## config.mk

```make
export PLATFORM = sky130hd
export DESIGN_NAME = dtcf_sqrt
export DESIGN_NICKNAME = d
export VERILOG_FILES = /design/src/sv/dtcf_sqrt.sv
export SDC_FILE = /design/constraint.sdc
export NUM_CORES = 2
export LEC_CHECK = 0
export BUFFER_PORTS_ARGS = -buffer_cell sky130_fd_sc_hd__buf_2
export CELL_PAD_IN_SITES_DETAIL_PLACEMENT = 1
export CELL_PAD_IN_SITES_GLOBAL_PLACEMENT = 2
export CORE_AREA = 4 4 543 411
export CTS_CLUSTER_SIZE = 12
export DETAILED_ROUTE_END_ITERATION = 6
export DIE_AREA = 0 0 547 415
export GPL_TIMING_DRIVEN = 0
export PLACE_DENSITY = 0.84
export SLEW_MARGIN = 20
export SYNTH_ARGS = -nofsm -noshare
export SYNTH_HDL_FRONTEND = slang
export SYNTH_MEMORY_MAX_BITS = 65536
export SYNTH_SLANG_ARGS = --single-unit
export TNS_END_PERCENT = 10
```

## constraint.sdc

```tcl
create_clock -name clk -period 3.76 [get_ports clk]
set_input_delay 0.752 -clock clk [delete_from_list [all_inputs] [get_ports clk]]
set_output_delay 0.752 -clock clk [all_outputs]
set_load 0.02 [all_outputs]
```

## src/sv/dtcf_sqrt.sv

```systemverilog
module dtcf_sqrt #(
  parameter int W = 64
) (
  input  logic           clk,
  input  logic [W-1:0]   x,
  output logic [W/2-1:0] root
);

  localparam int N  = W / 2;
  localparam int RW = N + 2;

  logic [W-1:0]  x_r    [N];
  logic [RW-1:0] rem_r  [N];
  logic [N-1:0]  root_r [N];

  // one root bit per stage, radicand consumed two bits at a time from the top
  for (genvar s = 0; s < N; s++) begin : g_stage
    logic [W-1:0]  x_in;
    logic [RW-1:0] rem_in;
    logic [N-1:0]  root_in;
    logic [RW-1:0] rem_sh;
    logic [RW-1:0] trial;

    if (s == 0) begin : g_first
      assign x_in    = x;
      assign rem_in  = '0;
      assign root_in = '0;
    end else begin : g_next
      assign x_in    = x_r[s-1];
      assign rem_in  = rem_r[s-1];
      assign root_in = root_r[s-1];
    end

    assign rem_sh = {rem_in[RW-3:0], x_in[W-1 -: 2]};
    assign trial  = {root_in, 2'b01};

    always_ff @(posedge clk) begin
      x_r[s] <= x_in << 2;
      if (rem_sh >= trial) begin
        rem_r[s]  <= rem_sh - trial;
        root_r[s] <= {root_in[N-2:0], 1'b1};
      end else begin
        rem_r[s]  <= rem_sh;
        root_r[s] <= {root_in[N-2:0], 1'b0};
      end
    end
  end

  assign root = root_r[N-1];

endmodule

```

==> flow_summary.html <==
<table>
<tr><th>Metric</th><th>Value</th></tr>
<tr><th colspan="2">Run status</th></tr>
<tr><td>Result of the run</td><td>complete, no violations</td></tr>
<tr><th colspan="2">STA</th></tr>
<tr><td>Slew Limit Fails</td><td>0</td></tr>
<tr><td>Fmax</td><td>271.2 MHz</td></tr>
<tr><td>Max Clock Skew</td><td>0.06255 ns</td></tr>
<tr><td>Final worst slack</td><td>0.07261 ns</td></tr>
<tr><td>Count of endpoints failing hold in the final timing report</td><td>0</td></tr>
<tr><td>Shortest clock period the worst path allows after layout</td><td>3.687 ns</td></tr>
<tr><td>Final clock period utilization by the worst path</td><td>98.07%</td></tr>
<tr><td>Final number of setup-violating endpoints</td><td>0</td></tr>
<tr><td>Worst Max-Slew Pin Slew</td><td>1.093 ns</td></tr>
<tr><td>Max transition margin</td><td>26.46%</td></tr>
<tr><td>RSZ-0062 raised after global routing</td><td>true</td></tr>
<tr><th colspan="2">Cells and area</th></tr>
<tr><td>Final Util</td><td>46.54%</td></tr>
<tr><td>Area Overhead vs Synth</td><td>14.32%</td></tr>
<tr><td>Final instance area</td><td>101600 um^2</td></tr>
<tr><td>Final cell count without fillers</td><td>12185</td></tr>
<tr><td>Ratio of cells with drive above 1 in the final layout</td><td>7.079%</td></tr>
<tr><td>Number of nets in the final layout</td><td>9763</td></tr>
<tr><th colspan="2">Job</th></tr>
<tr><td>Count of max-cap constraint violations</td><td>0</td></tr>
<tr><th colspan="2">Min path</th></tr>
<tr><td>HP Start</td><td>x[62]</td></tr>
<tr><td>Worst hold-check path type</td><td>in2reg</td></tr>
<tr><td>Worst hold path cell count</td><td>2</td></tr>
<tr><td>Worst Hold End</td><td>rem_r[0][0]</td></tr>
<tr><th colspan="2">Floorplan</th></tr>
<tr><td>Die Footprint</td><td>227000 um^2</td></tr>
<tr><td>Num rows</td><td>149</td></tr>
<tr><td>Ports</td><td>97</td></tr>
<tr><td>Die extent in y</td><td>415 um</td></tr>
<tr><td>Initial Util</td><td>40.71%</td></tr>
<tr><td>CORE AREA</td><td>218300 um^2</td></tr>
<tr><td>Die W</td><td>547 um</td></tr>
<tr><th colspan="2">Drt</th></tr>
<tr><td>Via count of the routed design</td><td>61696</td></tr>
<tr><td>Wirelength per Cell</td><td>18.29 um</td></tr>
<tr><td>Via density</td><td>5.063</td></tr>
<tr><td>Total Wirelength</td><td>222.9 mm</td></tr>
<tr><td>Antenna-violating nets left</td><td>0</td></tr>
<tr><td>Remaining design rule violation count</td><td>0</td></tr>
<tr><td>Iteration count of the initial detailed-routing pass</td><td>5</td></tr>
<tr><td>Violation count after the first detailed-route iteration</td><td>3074</td></tr>
<tr><th colspan="2">Global routing</th></tr>
<tr><td>Total routing usage reported by global routing</td><td>19.18%</td></tr>
<tr><td>Via count of the first global-routing pass</td><td>64785</td></tr>
<tr><td>Antenna violations before repair</td><td>12</td></tr>
<tr><td>Global-route wire length before repair</td><td>355.0 mm</td></tr>
<tr><td>Remaining global-route overflow</td><td>0</td></tr>
<tr><td>Pin count of the biggest net entering global routing</td><td>20</td></tr>
<tr><th colspan="2">Pwr</th></tr>
<tr><td>Maximum ir drop on the vdd rail</td><td>0.4181 mV</td></tr>
<tr><td>Static leakage</td><td>47.42 nW</td></tr>
<tr><td>Total power per unit cell area</td><td>682.3 nW/um^2</td></tr>
<tr><th colspan="2">Synthesis</th></tr>
<tr><td>Largest cells by area after synthesis</td><td>sky130_fd_sc_hd__dfxtp_1 (56%), sky130_fd_sc_hd__ha_1 (7.9%), sky130_fd_sc_hd__xor2_1 (4.3%)</td></tr>
<tr><td>Count of synthesis-stage warnings from yosys</td><td>0</td></tr>
<tr><td>Async S/R FF share, synth</td><td>0%</td></tr>
<tr><td>Nets in the synthesized netlist</td><td>9352</td></tr>
<tr><td>EDFF count, synth</td><td>0</td></tr>
<tr><td>Distinct cells, synth</td><td>90</td></tr>
<tr><td>Top cell type by total area after synthesis</td><td>sky130_fd_sc_hd__dfxtp_1</td></tr>
<tr><td>Number of register bits inferred by synthesis</td><td>2465</td></tr>
<tr><td>Share of the synthesized area in the top cell type</td><td>55.53%</td></tr>
<tr><td>Netlist Area Pre-Place</td><td>88870 um^2</td></tr>
<tr><td>Cell with the most instances after synthesis</td><td>sky130_fd_sc_hd__dfxtp_1</td></tr>
<tr><td>Top cell types by occurrence after synthesis</td><td>sky130_fd_sc_hd__dfxtp_1 (2465), sky130_fd_sc_hd__inv_1 (710), sky130_fd_sc_hd__nand2_1 (688)</td></tr>
<tr><td>Post-Syn Area per Cell</td><td>10.18 um^2</td></tr>
<tr><td>Post-Syn Instances</td><td>8726</td></tr>
<tr><td>Sequential area share after synthesis</td><td>55.53%</td></tr>
<tr><td>Most frequently used flop master after synthesis</td><td>sky130_fd_sc_hd__dfxtp_1</td></tr>
<tr><th colspan="2">Critical path</th></tr>
<tr><td>Worst R2R End</td><td>rem_r[1][307]</td></tr>
<tr><td>Register-to-Register Path Depth</td><td>10</td></tr>
<tr><td>Endpoint required time on the critical path</td><td>4.46 ns</td></tr>
<tr><td>Crit. End Element</td><td>register</td></tr>
<tr><td>Startpoint type of the worst setup path</td><td>register</td></tr>
<tr><td>Path type of the worst setup path</td><td>reg2reg</td></tr>
<tr><td>Largest fanout of any net on the critical path</td><td>10</td></tr>
<tr><td>Arr. time, crit path</td><td>4.39 ns</td></tr>
<tr><td>Setup slack on the worst flop-to-flop path</td><td>0.07 ns</td></tr>
<tr><td>Startpoint of the worst register-to-register path</td><td>root_r[1][280]</td></tr>
<tr><th colspan="2">Place</th></tr>
<tr><td>Half-perimeter wire length after placement</td><td>167.5 mm</td></tr>
<tr><td>Placed Cells incl. Taps</td><td>11766</td></tr>
<tr><td>Placement Cell Area</td><td>93040 um^2</td></tr>
<tr><td>RePlAce Congestion</td><td>0.8804</td></tr>
<tr><td>IO Port Bufs</td><td>96</td></tr>
<tr><td>Worst slack after detailed placement</td><td>-1.141 ns</td></tr>
<tr><th colspan="2">Clocking</th></tr>
<tr><td>Largest buffer count on any clock path</td><td>4</td></tr>
<tr><td>Clock Latency Late Sink</td><td>0.90 ns</td></tr>
<tr><td>CTS root buf</td><td>sky130_fd_sc_hd__clkbuf_16</td></tr>
<tr><td>H-Tree Level Count</td><td>4</td></tr>
<tr><td>Number of CTS-inserted buffers</td><td>247</td></tr>
<tr><td>Clock tree from TritonCTS</td><td>built</td></tr>
<tr><td>Clock-pin slew of the registers on the worst-case setup and hold paths</td><td>0.06 ns</td></tr>
<tr><td>Sink Count</td><td>2465</td></tr>
</table>
==> layout make-up <==
class	count	area, um^2
inverters	712	2673
clock inverters	34	426.7
well taps	2944	3684
flip-flops and latches	2465	49350
plain buffers	164	700.7
repair buffers	164	1144
multi-input cells	5383	36800
fillers	23976	116700
diodes	3	7.507
clock buffers	316	6802
==> layer usage <==
metal / share of wire, % / vias up / track usage [%]
met4: 2.3 / 4 / 4.839
met5: 0.012 / - / 0
met3: 4.6 / 333 / 3.312
li1: - / 30440 / -
met1: 48 / 29901 / 26.46
met2: 45 / 1018 / 31.15
==> logic make-up (layout without fill, tap and decap cells) <==
logic type / after synthesis / count (layout) / synth area share (%)
compound gates: 1789 / 1789 / 12.50
xor+xnor: 773 / 773 / 7.618
fa+ha+maj: 561 / 561 / 7.899
buf+inv: 878 / 1390 / 3.720
flops: 2465 / 2465 / 55.53
mux: 50 / 50 / 0.6209
other cells: 1 / 4 / 0.004220
simple gates: 2209 / 2209 / 12.11
==> worst max-delay path by stage <==
| stage | cells past startpoint | slack (ns) | end | startpoint |
|---|---|---|---|---|
| 2_1_floorplan | 12 | 0.50 | rem_r[1][297] | root_r[1][225] |
| 3_3_place_gp | 13 | -1.07 | rem_r[1][434] | root_r[1][352] |
| 3_5_place_dp | 13 | -1.14 | rem_r[1][434] | root_r[1][352] |
| 4_1_cts | 12 | -0.05 | rem_r[0][538] | root_r[0][448] |
| 5_1_grt | 11 | -0.14 | rem_r[1][239] | root_r[1][193] |
| 6_report | 10 | 0.07 | rem_r[1][307] | root_r[1][280] |
==> through the flow <==
step	hold slack, ns	TNS, ns	power (mW)
4_1_cts	0.005041	-0.05467	70.02
5_1_grt	0.03791	-2.392	73.30
3_5_place_dp	0.3132	-139.28	46.81
2_1_floorplan	0.3096	0	42.40
3_3_place_gp	0.3095	-122.27	46.38
6_report	0.08765	0	69.32
==> cells in the final DEF (no fill, tap or decap), types with 21 or more instances in the layout <==
cell	instances
sky130_fd_sc_hd__o211ai_1	29
sky130_fd_sc_hd__clkbuf_8	34
sky130_fd_sc_hd__o21bai_1	54
sky130_fd_sc_hd__nand2b_1	97
sky130_fd_sc_hd__mux2_2	36
sky130_fd_sc_hd__a211oi_1	46
sky130_fd_sc_hd__or4_1	43
sky130_fd_sc_hd__xnor2_1	341
sky130_fd_sc_hd__nor4_1	86
sky130_fd_sc_hd__o21ai_0	529
sky130_fd_sc_hd__inv_1	710
sky130_fd_sc_hd__a21o_1	221
sky130_fd_sc_hd__nor2b_1	61
sky130_fd_sc_hd__nor2_1	468
sky130_fd_sc_hd__o31ai_1	63
sky130_fd_sc_hd__a31oi_1	45
sky130_fd_sc_hd__clkbuf_2	33
sky130_fd_sc_hd__nand2_1	688
sky130_fd_sc_hd__dlygate4sd3_1	62
sky130_fd_sc_hd__buf_2	105
sky130_fd_sc_hd__clkbuf_1	145
sky130_fd_sc_hd__clkbuf_16	248
sky130_fd_sc_hd__ha_1	561
sky130_fd_sc_hd__dfxtp_1	2461
sky130_fd_sc_hd__or3_1	109
sky130_fd_sc_hd__a21oi_1	445
sky130_fd_sc_hd__a21boi_0	21
sky130_fd_sc_hd__o21ai_1	26
sky130_fd_sc_hd__nor3_1	226
sky130_fd_sc_hd__nand4_1	89
sky130_fd_sc_hd__nand3_1	121
sky130_fd_sc_hd__and3_1	35
sky130_fd_sc_hd__or2_2	35
sky130_fd_sc_hd__o21a_1	101
sky130_fd_sc_hd__and2_1	32
sky130_fd_sc_hd__xor2_1	432
==> power by group <==
group	switching [mW]	internal, mW	leakage (nW)
Combinational	7.54	5.30	23.2
Sequential	3.26	30.6	20.6
Clock	9.69	13.0	3.57
Total	20.5	48.8	47.4
==> worst max-delay path, cell delays in order, from the launching register on <==
cell	delay, ns
sky130_fd_sc_hd__dfxtp_1	0.37
sky130_fd_sc_hd__inv_1	0.06
sky130_fd_sc_hd__ha_1	0.44
sky130_fd_sc_hd__and4_1	0.26
sky130_fd_sc_hd__nand4_1	0.28
sky130_fd_sc_hd__o31ai_1	0.15
sky130_fd_sc_hd__nor3_1	0.40
sky130_fd_sc_hd__nand2_1	0.12
sky130_fd_sc_hd__o21ai_2	0.60
sky130_fd_sc_hd__clkbuf_1	0.67
sky130_fd_sc_hd__o21ai_0	0.17
==> state kept, by name, indices dropped and copies added (netlist names) <==
name    flops
x_r       992
rem_r     945
root_r    528
==> timing repair <==
| action | CTS | global route |
|---|---|---|
| pin swaps | 4 | 4 |
| resized for setup | 79 | 115 |
| hold buffers | 62 | 0 |
| endpoints found under the setup margin | 324 | 417 |
| hold endpoints to repair | 62 | 0 |
| buffers inserted | 5 | 0 |
Note: power is estimated with default switching activity, not from simulation.
